## src/sv/ddpwm_pkg.sv

```systemverilog
package ddpwm_pkg;

  localparam int DEF_COUNT_WIDTH = 8;
  localparam int SPEED_W         = 8;

  // event kinds carried in tuser
  localparam logic [1:0] MODE_CMD   = 2'd0;
  localparam logic [1:0] MODE_PWM   = 2'd1;
  localparam logic [1:0] MODE_BLINK = 2'd2;

  // ASCII command characters
  localparam logic [7:0] CMD_FWD     = 8'h66; // f
  localparam logic [7:0] CMD_BACK    = 8'h62; // b
  localparam logic [7:0] CMD_STOP    = 8'h73; // s
  localparam logic [7:0] CMD_PIVOT_L = 8'h6c; // l
  localparam logic [7:0] CMD_PIVOT_R = 8'h72; // r
  localparam logic [7:0] CMD_WIDE_L  = 8'h71; // q
  localparam logic [7:0] CMD_WIDE_R  = 8'h65; // e
  localparam logic [7:0] CMD_SHARP_L = 8'h7a; // z
  localparam logic [7:0] CMD_SHARP_R = 8'h63; // c

  localparam logic [1:0] SIG_OFF   = 2'd0;
  localparam logic [1:0] SIG_LEFT  = 2'd1;
  localparam logic [1:0] SIG_RIGHT = 2'd2;

  localparam logic [1:0] REG_SPEED_HIGH = 2'd0;
  localparam logic [1:0] REG_SPEED_MID  = 2'd1;
  localparam logic [1:0] REG_SPEED_LOW  = 2'd2;

  localparam logic [SPEED_W-1:0] SPEED_HIGH_RST = 8'd150;
  localparam logic [SPEED_W-1:0] SPEED_MID_RST  = 8'd100;
  localparam logic [SPEED_W-1:0] SPEED_LOW_RST  = 8'd50;

  typedef struct packed {
    logic               we;
    logic [1:0]         addr;
    logic [SPEED_W-1:0] data;
  } cfg_wr_t;

  // packs straight into out_tdata[5:0]
  typedef struct packed {
    logic [1:0] led_word;
    logic       dir_left;
    logic       pwm_left;
    logic       dir_right;
    logic       pwm_right;
  } res_t;

endpackage

```

## src/sv/ddpwm_core.sv

```systemverilog
module ddpwm_core import ddpwm_pkg::*; #(
  parameter int COUNT_WIDTH = DEF_COUNT_WIDTH
) (
  input  logic       clk,
  input  logic       rst_n,
  input  cfg_wr_t    cfg,
  input  logic       accept,
  input  logic [1:0] mode,
  input  logic [7:0] cmd_byte,
  output res_t       res_nxt
);

  localparam int CMP_W = (COUNT_WIDTH > SPEED_W) ? COUNT_WIDTH : SPEED_W;

  logic [SPEED_W-1:0]     speed_high_r, speed_mid_r, speed_low_r;
  logic [COUNT_WIDTH-1:0] duty_count_r, duty_count_nxt;
  logic [SPEED_W-1:0]     right_speed_r, right_speed_nxt;
  logic [SPEED_W-1:0]     left_speed_r, left_speed_nxt;
  logic                   right_fwd_r, right_fwd_nxt;
  logic                   left_fwd_r, left_fwd_nxt;
  logic [1:0]             sig_mode_r, sig_mode_nxt;
  logic                   blink_r, blink_nxt;
  logic [3:0]             motor_r, motor_nxt;
  logic [1:0]             led_r, led_nxt;
  logic [CMP_W-1:0]       cnt_ext, rs_ext, ls_ext;

  assign cnt_ext = CMP_W'(duty_count_nxt);
  assign rs_ext  = CMP_W'(right_speed_r);
  assign ls_ext  = CMP_W'(left_speed_r);

  always_comb begin
    duty_count_nxt  = duty_count_r;
    right_speed_nxt = right_speed_r;
    left_speed_nxt  = left_speed_r;
    right_fwd_nxt   = right_fwd_r;
    left_fwd_nxt    = left_fwd_r;
    sig_mode_nxt    = sig_mode_r;
    blink_nxt       = blink_r;
    motor_nxt       = motor_r;
    led_nxt         = led_r;
    unique case (mode)
      MODE_CMD: begin
        unique case (cmd_byte)
          CMD_FWD: begin
            {right_fwd_nxt, left_fwd_nxt} = 2'b11;
            right_speed_nxt = speed_high_r;
            left_speed_nxt  = speed_high_r;
            sig_mode_nxt    = SIG_OFF;
            led_nxt         = 2'b00;
          end
          CMD_BACK: begin
            {right_fwd_nxt, left_fwd_nxt} = 2'b00;
            right_speed_nxt = speed_high_r;
            left_speed_nxt  = speed_high_r;
            sig_mode_nxt    = SIG_OFF;
            led_nxt         = 2'b00;
          end
          CMD_STOP: begin
            {right_fwd_nxt, left_fwd_nxt} = 2'b00;
            right_speed_nxt = '0;
            left_speed_nxt  = '0;
            sig_mode_nxt    = SIG_OFF;
            led_nxt         = 2'b00;
          end
          CMD_PIVOT_L: begin
            {right_fwd_nxt, left_fwd_nxt} = 2'b10;
            right_speed_nxt = speed_high_r;
            left_speed_nxt  = speed_high_r;
            sig_mode_nxt    = SIG_LEFT;
          end
          CMD_PIVOT_R: begin
            {right_fwd_nxt, left_fwd_nxt} = 2'b01;
            right_speed_nxt = speed_high_r;
            left_speed_nxt  = speed_high_r;
            sig_mode_nxt    = SIG_RIGHT;
          end
          CMD_WIDE_L: begin
            {right_fwd_nxt, left_fwd_nxt} = 2'b11;
            right_speed_nxt = speed_high_r;
            left_speed_nxt  = speed_mid_r;
            sig_mode_nxt    = SIG_LEFT;
          end
          CMD_WIDE_R: begin
            {right_fwd_nxt, left_fwd_nxt} = 2'b11;
            right_speed_nxt = speed_mid_r;
            left_speed_nxt  = speed_high_r;
            sig_mode_nxt    = SIG_RIGHT;
          end
          CMD_SHARP_L: begin
            {right_fwd_nxt, left_fwd_nxt} = 2'b11;
            right_speed_nxt = speed_high_r;
            left_speed_nxt  = speed_low_r;
            sig_mode_nxt    = SIG_LEFT;
          end
          CMD_SHARP_R: begin
            {right_fwd_nxt, left_fwd_nxt} = 2'b11;
            right_speed_nxt = speed_low_r;
            left_speed_nxt  = speed_high_r;
            sig_mode_nxt    = SIG_RIGHT;
          end
          default: ; // unknown byte, nothing moves
        endcase
      end
      MODE_PWM: begin
        duty_count_nxt = duty_count_r + COUNT_WIDTH'(1);
        // compare against the advanced count
        motor_nxt = {left_fwd_r, (cnt_ext < ls_ext), right_fwd_r, (cnt_ext < rs_ext)};
      end
      MODE_BLINK: begin
        blink_nxt = ~blink_r;
        unique case (sig_mode_r)
          SIG_LEFT:  led_nxt = {1'b0, ~blink_r};
          SIG_RIGHT: led_nxt = {~blink_r, 1'b0};
          default:   led_nxt = 2'b00;
        endcase
      end
      default: ; // no event
    endcase
  end

  assign res_nxt = '{led_word:  led_nxt,
                     dir_left:  motor_nxt[3],
                     pwm_left:  motor_nxt[2],
                     dir_right: motor_nxt[1],
                     pwm_right: motor_nxt[0]};

  always_ff @(posedge clk) begin
    if (!rst_n) begin
      speed_high_r  <= SPEED_HIGH_RST;
      speed_mid_r   <= SPEED_MID_RST;
      speed_low_r   <= SPEED_LOW_RST;
      duty_count_r  <= '0;
      right_speed_r <= '0;
      left_speed_r  <= '0;
      right_fwd_r   <= 1'b0;
      left_fwd_r    <= 1'b0;
      sig_mode_r    <= SIG_OFF;
      blink_r       <= 1'b0;
      motor_r       <= '0;
      led_r         <= '0;
    end else begin
      if (cfg.we) begin
        unique case (cfg.addr)
          REG_SPEED_HIGH: speed_high_r <= cfg.data;
          REG_SPEED_MID:  speed_mid_r  <= cfg.data;
          REG_SPEED_LOW:  speed_low_r  <= cfg.data;
          default: ;
        endcase
      end
      if (accept) begin
        duty_count_r  <= duty_count_nxt;
        right_speed_r <= right_speed_nxt;
        left_speed_r  <= left_speed_nxt;
        right_fwd_r   <= right_fwd_nxt;
        left_fwd_r    <= left_fwd_nxt;
        sig_mode_r    <= sig_mode_nxt;
        blink_r       <= blink_nxt;
        motor_r       <= motor_nxt;
        led_r         <= led_nxt;
      end
    end
  end

endmodule

```

## src/sv/ddpwm_obuf.sv

```systemverilog
module ddpwm_obuf import ddpwm_pkg::*; (
  input  logic clk,
  input  logic rst_n,
  input  logic push,
  input  res_t push_data,
  output logic not_full,
  output logic pop_valid,
  input  logic pop_ready,
  output res_t pop_data
);

  res_t       slot_r [2];
  logic       wr_ptr_r, rd_ptr_r;
  logic [1:0] count_r;
  logic       pop;

  assign not_full  = (count_r != 2'd2);
  assign pop_valid = (count_r != 2'd0);
  assign pop_data  = slot_r[rd_ptr_r];
  assign pop       = pop_valid && pop_ready;

  always_ff @(posedge clk) begin
    if (push) slot_r[wr_ptr_r] <= push_data;
  end

  always_ff @(posedge clk) begin
    if (!rst_n) begin
      wr_ptr_r <= 1'b0;
      rd_ptr_r <= 1'b0;
      count_r  <= 2'd0;
    end else begin
      if (push) wr_ptr_r <= ~wr_ptr_r;
      if (pop)  rd_ptr_r <= ~rd_ptr_r;
      if (push && !pop)      count_r <= count_r + 2'd1;
      else if (pop && !push) count_r <= count_r - 2'd1;
    end
  end

endmodule

```

## src/sv/differential_drive_pwm_controller_top.sv

```systemverilog
// channel | dir | beat moves                          | handshake
// in_     | in  | tuser: mode, tdata: cmd_byte        | in_tvalid / in_tready
// out_    | out | tdata: motor bits, led_word         | out_tvalid / out_tready
// cfg_    | in  | register index and value            | cfg_we, no wait
//
// Every accepted input beat yields one result beat; one beat per cycle sustained
// while out_tready is high. The event is applied to the drive state in the accept
// cycle and the result is registered into a two-entry output buffer.
// in_tready decodes the registered buffer fill count and drops only when both
// slots hold unread results, so a single stalled result does not stop the input.
// Reset is synchronous on rst_n and restores the speed registers to defaults.
module differential_drive_pwm_controller_top import ddpwm_pkg::*; #(
  parameter int COUNT_WIDTH = DEF_COUNT_WIDTH
) (
  input  logic       clk,
  input  logic       rst_n,
  input  logic       in_tvalid,
  output logic       in_tready,
  input  logic [7:0] in_tdata,   // [7:0] cmd_byte
  input  logic [1:0] in_tuser,   // [1:0] mode
  output logic       out_tvalid,
  input  logic       out_tready,
  output logic [7:0] out_tdata,  // [0] pwm_right, [1] dir_right, [2] pwm_left,
                                 // [3] dir_left, [5:4] led_word, [7:6] zero
  input  logic       cfg_we,
  input  logic [1:0] cfg_addr,
  input  logic [7:0] cfg_wdata
);

  logic    in_accept;
  res_t    res_nxt, res_out;
  cfg_wr_t cfg;

  assign in_accept = in_tvalid && in_tready;
  assign cfg       = '{we: cfg_we, addr: cfg_addr, data: cfg_wdata};

  ddpwm_core #(.COUNT_WIDTH(COUNT_WIDTH)) u_core (
    .clk      (clk),
    .rst_n    (rst_n),
    .cfg      (cfg),
    .accept   (in_accept),
    .mode     (in_tuser),
    .cmd_byte (in_tdata),
    .res_nxt  (res_nxt)
  );

  ddpwm_obuf u_obuf (
    .clk       (clk),
    .rst_n     (rst_n),
    .push      (in_accept),
    .push_data (res_nxt),
    .not_full  (in_tready),
    .pop_valid (out_tvalid),
    .pop_ready (out_tready),
    .pop_data  (res_out)
  );

  assign out_tdata = {2'b00, res_out};

  a_reset_empties: assert property (@(posedge clk) !rst_n |=> !out_tvalid)
    else $error("output buffer not empty after reset");

  a_accept_gives_result: assert property (@(posedge clk) disable iff (!rst_n)
    in_accept |=> out_tvalid)
    else $error("accepted beat left no result");

  a_full_means_pending: assert property (@(posedge clk) disable iff (!rst_n)
    !in_tready |-> out_tvalid)
    else $error("input held off with no result pending");

endmodule

```

## config.mk

```make
export PLATFORM = sky130hd
export DESIGN_NAME = differential_drive_pwm_controller_top
export DESIGN_NICKNAME = d
export VERILOG_FILES = /design/src/sv/ddpwm_pkg.sv /design/src/sv/ddpwm_core.sv /design/src/sv/ddpwm_obuf.sv /design/src/sv/differential_drive_pwm_controller_top.sv
export SDC_FILE = /design/constraint.sdc
export NUM_CORES = 1
export LEC_CHECK = 0
export ABC_AREA = 1
export BUFFER_PORTS_ARGS = -buffer_cell sky130_fd_sc_hd__buf_2
export CAP_MARGIN = 25
export CORE_MARGIN = 10
export CORE_UTILIZATION = 55
export DETAILED_ROUTE_END_ITERATION = 12
export PLACE_DENSITY = 0.86
export SLEW_MARGIN = 20
export SYNTH_ARGS = -nofsm -noshare
export SYNTH_HDL_FRONTEND = slang
export SYNTH_HIERARCHICAL = 1
export SYNTH_SLANG_ARGS = --single-unit
```

## constraint.sdc

```tcl
create_clock -name clk -period 2.4 [get_ports clk]
set_input_delay 0.36 -clock clk [delete_from_list [all_inputs] [get_ports clk]]
set_output_delay 0.36 -clock clk [all_outputs]
set_load 0.01 [all_outputs]
```

# [Yosys cells after proc, flatten, opt, wreduce, memory -nomap -nowiden]
# Memory sizes are Yosys's and may differ from the RTL's. A register that Yosys moved wholly into a read port is not among the register bits.
# Cells that the tools add are included.
[totals] word_cells=89 ram_bits=12 mem_count=1 rom_bits=0 input_bits=25 output_inout_bits=10 regBits=63 latchBits=0
[mem_list] name="u_obuf.slot_r" words=2 width=6 rd=1 rd_ports_with_merged_regs=1 wr=1 line_no="ddpwm_obuf.sv:12" rtl="res_t slot_r [2];"
[classes] n_mul=0 n_eq_ne=16 n_div=0 n_shift=0 bitwise=3 add_sub_neg=3 reduce_logical=33 order_cmp=2 mux=16
[ops] operator="$eq A8 B7 Y1 const B" n=9
[ops] operator="$pmux W8 S4" n=2
[ops] operator="$reduce_or A6 Y1" n=4
[ops] operator="$lt A8 B8 Y1" n=2
[ops] operator="$reduce_and A3 Y1" n=5
[ops] operator="$reduce_or A3 Y1" n=5
[ops] operator="$add A8 B1 Y8 const B" n=1
[ops] operator="$mux W8" n=1
[ops] operator="$pmux W2 S2" n=2
[ops] operator="$reduce_and A2 Y1" n=4
[ops] operator="$reduce_bool A2 Y1" n=4
[ops] operator="$reduce_bool A4 Y1" n=2
[ops] operator="$eq A2 B1 Y1 const B" n=3
[ops] operator="$eq A2 B2 Y1 const B" n=3
[ops] operator="$mux W2" n=3
[ops] operator="$pmux W2 S3" n=1
[ops] operator="$logic_and A1 B1 Y1" n=4
[ops] operator="$logic_not A2 Y1" n=2
[ops] operator="$mux W1" n=4
[ops] operator="$mux W4" n=1
[ops] operator="$pmux W1 S2" n=2
[ops] operator="$not A1 Y1" n=3
[ops] operator="$reduce_bool A3 Y1" n=1
[ops] operator="$add A2 B1 Y2 const B" n=1
[ops] operator="other kinds (3)" n=4

# [Depth between registers and ports, before layout]
# Gate-level depths: netlist of run 1.
[logic_depth] ltp_word=6 depth_mapped=14

# [By module]
# Netlist of run 1, hierarchy kept.
[by_module_without_submodules] mod="ddpwm_core" cells_each=499 area_per_inst_um2=3459.6 instances=1
[by_module_without_submodules] mod="ddpwm_obuf" cells_each=55 area_per_inst_um2=670.6 instances=1
[by_module_without_submodules] mod="differential_drive_pwm_controller_top" cells_each=5 area_per_inst_um2=26.3 instances=1

# [Worst setup path before layout of run 1]
# OpenSTA, ideal clock, no wires.
[synth_path] path_kind="input to register" from="input port in_tuser[1]" to="memory u_obuf/slot_r[0][0] (netlist name), data pin" required_ns=2.140 path_buffers=0 arrival_ns=1.726 cell_stages=12 path_slack_ns=0.414 cell_sequence="inv_1 nand2_1 nor2_1 xor2_1 inv_1 ha_1 nand2_1 o21ai_0 nand2_1 nand2_1 nand2_1 a22o_1"
[synth_lines] item="start: declaration" line_no="differential_drive_pwm_controller_top.sv:20" rtl="input logic [1:0] in_tuser,"
[synth_lines] item="end: declaration" line_no="ddpwm_obuf.sv:12"

==> results of run 1 <==
## area by class of cell
type | instances | area, µm² | share of cell area
inverter | 95 | 357 | 0.0773
multi-input combinational | 373 | 2080 | 0.450
clock inverter | 7 | 82.6 | 0.0179
tap | 99 | 124 | 0.0269
clock buffer | 9 | 124 | 0.0269
sequential | 76 | 1640 | 0.356
timing repair buffer | 38 | 205 | 0.0445
## sequential cells by signal (all words and copies together), names as in the netlist, named ones only
| name | count |
|---|---|
| u_obuf/slot_r | 12 |
| u_core/duty_count_r | 8 |
| u_core/left_speed_r | 8 |
| u_core/right_speed_r | 8 |
| u_core/speed_high_r | 8 |
| u_core/speed_low_r | 8 |
| u_core/speed_mid_r | 8 |
| u_core/motor_r | 4 |
| u_core/led_r | 2 |
| u_core/sig_mode_r | 2 |
| u_obuf/count_r | 2 |
| u_core/blink_r | 1 |
| u_core/left_fwd_r | 1 |
| u_core/right_fwd_r | 1 |
| u_obuf/rd_ptr_r | 1 |
| u_obuf/wr_ptr_r | 1 |
## cell usage in the layout (no fill, tap or decap), types with 2 or more instances in the layout
cell,Yosys,final
a211oi_1,4,4
a21oi_1,31,31
a21oi_2,10,10
a22o_1,2,2
buf_2,3,32
buf_4,2,6
clkbuf_8,0,9
clkinv_1,2,2
clkinvlp_4,0,2
conb_1,1,2
dfxtp_1,64,63
edfxtp_1,12,12
ha_1,18,18
inv_1,87,87
inv_2,6,6
inv_6,0,2
mux2_2,6,6
nand2_1,113,113
nand2_2,19,19
nand2_4,2,2
nand3_1,15,15
nand3_2,3,3
nand4_1,10,10
nor2_1,51,51
nor2_2,3,3
nor3_2,3,4
o211ai_1,5,5
o21a_1,2,2
o21ai_0,46,46
o21ai_1,2,2
o21bai_1,2,2
o22ai_1,12,12
xor2_1,6,6
## final timing paths
kind / endpoint / slack (ns) / depth (start not counted)
hold / removal: u_core/speed_low_r[4] / 0.23 / 3
setup reg to reg: u_obuf/slot_r[0][2] / 0.23 / 11
hold reg to reg: u_core/motor_r[1] / 0.46 / 2
setup / recovery: u_obuf/slot_r[0][2] / 0.23 / 11
## stage by stage
stage / instances / worst slack [ns] / util / hold slack (ns) / power, mW
6_report: 697 / 0.234 / 0.632 / 0.234 / 3.23
3_5_place_dp: 681 / 0.0261 / 0.603 / 0.448 / 2.24
4_1_cts: 697 / 0.151 / 0.632 / 0.221 / 3.25
2_1_floorplan: 560 / 0.414 / - / 0.425 / 2.03
5_1_grt: 697 / 0.0331 / 0.632 / 0.244 / 3.42
3_3_place_gp: 681 / 0.172 / 0.603 / 0.441 / 2.20
## kinds of logic (layout without fill, tap and decap cells)
| family | after synthesis | after routing | share of synthesized area |
|---|---|---|---|
| xor gates and xnor gates | 6 | 6 | 0.0126 |
| adders and majority gates | 18 | 18 | 0.0542 |
| AOI/OAI and AO/OA | 117 | 117 | 0.164 |
| muxes | 6 | 6 | 0.0163 |
| DFF | 76 | 76 | 0.395 |
| buffers and inverters | 111 | 149 | 0.107 |
| other | 1 | 2 | 0.000902 |
| and+or+nand+nor | 224 | 224 | 0.250 |
## power groups by stage
| stage | sequential (mW) | combinational, mW | clock [mW] |
|---|---|---|---|
| 6_report | 1.50 | 0.722 | 1.00 |
| 5_1_grt | 1.52 | 0.819 | 1.08 |
| 4_1_cts | 1.50 | 0.719 | 1.02 |
| 3_5_place_dp | 1.53 | 0.712 | 0 |
| 3_3_place_gp | 1.52 | 0.673 | 0 |
| 2_1_floorplan | 1.50 | 0.527 | 0 |
## worst min-delay path: cells and delay by family
family	cells	cell delay (ns)
buffers and inverters	1	0.10
AND/OR/NAND/NOR	2	0.10
## synth_stat cells
cell type  instances  area share
nand2_2           19       0.029
o211ai_1           5      0.0090
o21ai_0           46       0.055
nand3_1           15       0.018
o21ai_1            2      0.0024
nand3_2            3      0.0072
nand2_8            1      0.0048
buf_6              1      0.0027
o21a_1             2      0.0036
o21bai_1           2      0.0036
conb_1             1     0.00090
buf_4              2      0.0036
nand2_4            2      0.0054
nor2_8             1      0.0048
buf_2              3      0.0036
dfxtp_1           64        0.31
buf_8              1      0.0036
inv_1             87       0.079
ha_1              18       0.054
clkbuf_1           9      0.0081
nand2_1          113        0.10
clkinv_1           2      0.0018
edfxtp_1          12       0.087
o22ai_1           12       0.018
xor2_1             6       0.013
nor2_4             1      0.0027
nor2_1            51       0.046
a211oi_1           4      0.0072
nor3_1             1      0.0012
nor3_2             3      0.0072
nand4_1           10       0.015
mux2_2             6       0.016
a21oi_2           10       0.021
o2111ai_1          1      0.0021
nand3b_1           1      0.0018
a22o_1             2      0.0042
inv_2              6      0.0054
a21oi_1           31       0.037
nor2_2             3      0.0045
## metal layers
metal / up-vias / share of wire
met5: - / 0
met4: 0 / 0.023
met3: 24 / 0.046
met2: 106 / 0.52
met1: 1685 / 0.41
li1: 1868 / -
==> results_dict.tcl, run 1 <==
set metrics [dict create \
    status "complete, no violations" \
    irDropWorstVdd_mv 0.591 \
    grt_pass1_wl_mm 15.8 \
    max_stage_delay_ns 0.38 \
    root_buffer "clkbuf_8" \
    dr.pass1.iters 5 \
    drc_errors 0 \
    cap_violations 0 \
    p_leak_nw 2.13 \
    wire_per_inst_um 13.2 \
    dieArea_mm2 0.0114 \
    cts_hold_buf 0 \
    pwr-share-comb 0.224 \
    crit_path_top_delay_cell "dfxtp_1" \
    area_growth_syn_to_layout_pct 11.0 \
    h-tree-depth 3 \
    cts_made_buffers 9 \
    cp-end-kind "flop" \
    worstMarginPinSlew_ns 0.495 \
    use_met3 0.0413 \
    min_period_over_period 0.902 \
    hold_class "input pin to flop" \
    core_area_mm2 0.00729 \
    timing.final.hold_violations 0 \
    cts.sink_count 76 \
    drt_wl_total_mm 9.19 \
    pin_count 35 \
    slew_headroom 0.668 \
    busiest_layer "met2" \
    crit_path_frequent_cell "nand2_1" \
    start_util 0.570 \
    gr-usage-met2 0.293 \
    slew_viol_final 0 \
    rsz0062_at_grt "false" \
    crit_fanout 3 \
    cp.buffers_inverters 1 \
    dp_hpwl_mm 6.85 \
    synth_cell_type_count 39 \
    startpoint_type "flop" \
    path_class "flop to flop" \
    required_ns 2.50 \
    cts.repair.resized 0 \
    min_period_ns 2.17 \
    yosys_register_bits 76 \
    seq_area_frac_synth 0.395 \
    drtIter0Drc 241 \
    p_int_mw 2.20 \
    crit_chain "nand3_1, nor2_1, xor2_1, inv_1, ha_1, nand2_1, o21ai_0, nand2_1, nand2_1, nand2_1, a22o_1" \
    crit_family "simple AND/OR/NAND/NOR gates" \
    fill_cells 649 \
    clk_latency_ns 0.36 \
    overflow 0 \
    layout-drive-gt1-share 0.186 \
    yosys_warnings 6 \
    fmax_mhz 462 \
    stdcell_area_mm2 0.00461 \
    postCtsSetupBuffers 0 \
    met1_usage 0.183 \
    p_sw_mw 1.03 \
    r2r_start "u_core/duty_count_r[1]" \
    grt_pass1_vias 3643 \
    fin_skew_ns 0.0108 \
    die_h_um 107 \
    syn_avg_cell_area_um2 7.44 \
    antenna_found_initial 0 \
    grt_max_degree 39 \
    dpl_cell_area_mm2 0.00440 \
    syn-cell-area_mm2 0.00416 \
    tritoncts "yes" \
    hold_start "cfg_wdata[4]" \
    grt_use_total 0.165 \
    p_per_area_mw_per_mm2 700 \
    clkPwrFrac 0.310 \
    ant_nets 0 \
    cp-startpoint "u_core/duty_count_r[1]" \
    fin_tns_setup_ns 0 \
    gp_congestion 0.952 \
    setup_viol 0 \
    rows 31 \
    antennaDiodeCount 0 \
    cts.clk_slew.worst_paths_ns 0.08 \
    die_w_um 107 \
    io_buffer_count 32 \
    vias_per_cell 5.28 \
    via_count 3683 \
    arrival_ns 2.27 \
    p_sw_frac 0.318 \
    clockBufferDepth 2 \
    syn_inst 559 \
    fin_nets 636 \
    p_seq_frac 0.466 \
]
No activity file was read; power rests on OpenSTA's default activity.
==> run 2, diff against run 1 <==
CORE_UTILIZATION = 40   (was 55)
PLACE_DENSITY = 0.69   (was 0.86)
==> run 2 against run 1 <==
Largest power group unchanged. First-iteration DRC count shrank 44%. Routed wire length shrank 1.4%. Global-route usage shrank 4.2 points. Setup slack gained 0.022 ns.
==> results_dict.tcl, run 2 (synthesis results as in run 1) <==
set metrics [dict create \
    fin_tns_setup_ns 0 \
    core_area_mm2 0.0102 \
    drc_errors 0 \
    cts_hold_buf 0 \
    place_ws_ns 0.114 \
    area_growth_syn_to_layout_pct 11.7 \
    tritoncts "yes" \
    cts.clk_slew.worst_paths_ns 0.09 \
    overflow 0 \
    io_buffer_count 32 \
    crit_chain "nand3_1, nor2_1, xor2_1, inv_1, ha_1, nand2_1, o21ai_0, nand2_1, nand2_1, nand2_1, a22o_1" \
    h-tree-depth 3 \
    setup_viol 0 \
    start_util 0.406 \
    cts.sink_count 76 \
    cts_made_buffers 9 \
    crit_path_top_delay_cell "dfxtp_1" \
    rows 37 \
    cp-end-kind "flop" \
    clockBufferDepth 2 \
    layout-drive-gt1-share 0.181 \
    hold_class "input pin to flop" \
    path_class "flop to flop" \
    dp_cells 718 \
    status "complete, no violations" \
    min_period_over_period 0.893 \
    root_buffer "clkbuf_8" \
    multiInputGateArea_mm2 0.00207 \
    dp_hpwl_mm 6.92 \
    drtIter0Drc 135 \
    wire_per_inst_um 12.3 \
    timing.final.hold_violations 0 \
    max_stage_delay_ns 0.42 \
    vias_per_cell 4.76 \
    final_common_cell "nand2_1" \
    ant_nets 0 \
    grt_use_total 0.123 \
    fmax_mhz 466 \
    antenna_found_initial 0 \
    via_count 3491 \
    largest_register_ffs 12 \
    power_mw 3.19 \
    gp_congestion 0.869 \
    crit_path_frequent_cell "nand2_1" \
    slew_headroom 0.667 \
    final_cell_mix "nand2_1 (113), inv_1 (87), dfxtp_1 (64), nor2_1 (51), o21ai_0 (46)" \
    startpoint_type "flop" \
    irDropWorstVdd_mv 0.383 \
    drt_wl_total_mm 9.06 \
    fin_skew_ns 0.0117 \
    slew_viol_final 0 \
    grt_pass1_vias 3443 \
    postCtsSetupBuffers 0 \
    dieArea_mm2 0.0149 \
    required_ns 2.51 \
    fin_nets 636 \
    grt_max_degree 39 \
    min_period_ns 2.14 \
    pin_count 35 \
    clk_latency_ns 0.35 \
    rsz0062_at_grt "false" \
    finish.utilization 0.454 \
    p_per_area_mw_per_mm2 686 \
    worstMarginPinSlew_ns 0.497 \
    fill_cells 1051 \
    dr.pass1.iters 4 \
    grt_pass1_wl_mm 15.3 \
    final-instance-count-excl-fill 734 \
    die_w_um 122 \
    arrival_ns 2.25 \
    crit_fanout 5 \
    worst_slack_ns 0.256 \
    p_leak_nw 2.13 \
    largest-register "u_obuf/slot_r" \
    antennaDiodeCount 0 \
    cap_violations 0 \
    register_area_mm2 0.00164 \
    cts.repair.resized 0 \
    die_h_um 122 \
]
==> run 2: cell types whose count changed in the layout (fill, tap and decap cells not counted) <==
cell / before / now
clkbuf_1: 0 / 1
dfxtp_1: 63 / 64
dfxtp_2: 1 / 0
inv_8: 1 / 0
nor3_1: 0 / 1
nor3_2: 4 / 3
==> run 2: worst max-delay path, delay by kind of cell (launching register included) <==
family	cells	cell delay, ns
flops	1	0.42
buf+inv	1	0.09
xor+xnor	1	0.21
simple gates	6	0.54
fa+ha+maj	1	0.30
compound gates	2	0.34
==> run 2: where the power goes <==
group	switching, mW	total [mW]	leakage [nW]	internal, mW
registers	0.0767	1.50	0.638	1.43
clock network	0.487	0.976	0.0935	0.489
logic	0.430	0.706	1.40	0.276
==> run 2: path summary, 6_finish.rpt <==
check | from | to | slack, ns | depth (start not counted)
min | cfg_wdata[4] | u_core/speed_low_r[4] | 0.24 | 3
min reg2reg | u_core/motor_r[3] | u_core/motor_r[3] | 0.46 | 2
max | u_core/duty_count_r[0] | u_obuf/slot_r[0][0] | 0.26 | 11
max reg2reg | u_core/duty_count_r[0] | u_obuf/slot_r[0][0] | 0.26 | 11
==> run 2: area by class of cell <==
type | instances | share of cell area
Tap cell | 136 | 0.0366
Sequential cell | 76 | 0.353
Clock inverter | 6 | 0.0154
Timing Repair Buffer | 38 | 0.0442
Inverter | 95 | 0.0768
Clock buffer | 10 | 0.0275
Multi-Input combinational cell | 373 | 0.446
==> run 2: routing by layer <==
metal  routed length (µm)  vias up  track usage
met3                  316        9       0.0278
li1                     -     1867            -
met4                  107        0       0.0477
met1                 4200     1580        0.146
met2                 4440       35        0.212
met5                    0        -            0
==> run 2: stage by stage <==
step	hold slack (ns)	instance area, µm²
floorplan	0.425	4160
global placement	0.440	4450
CTS	0.223	4640
finish	0.241	4640
detailed placement	0.446	4450
global route	0.246	4640
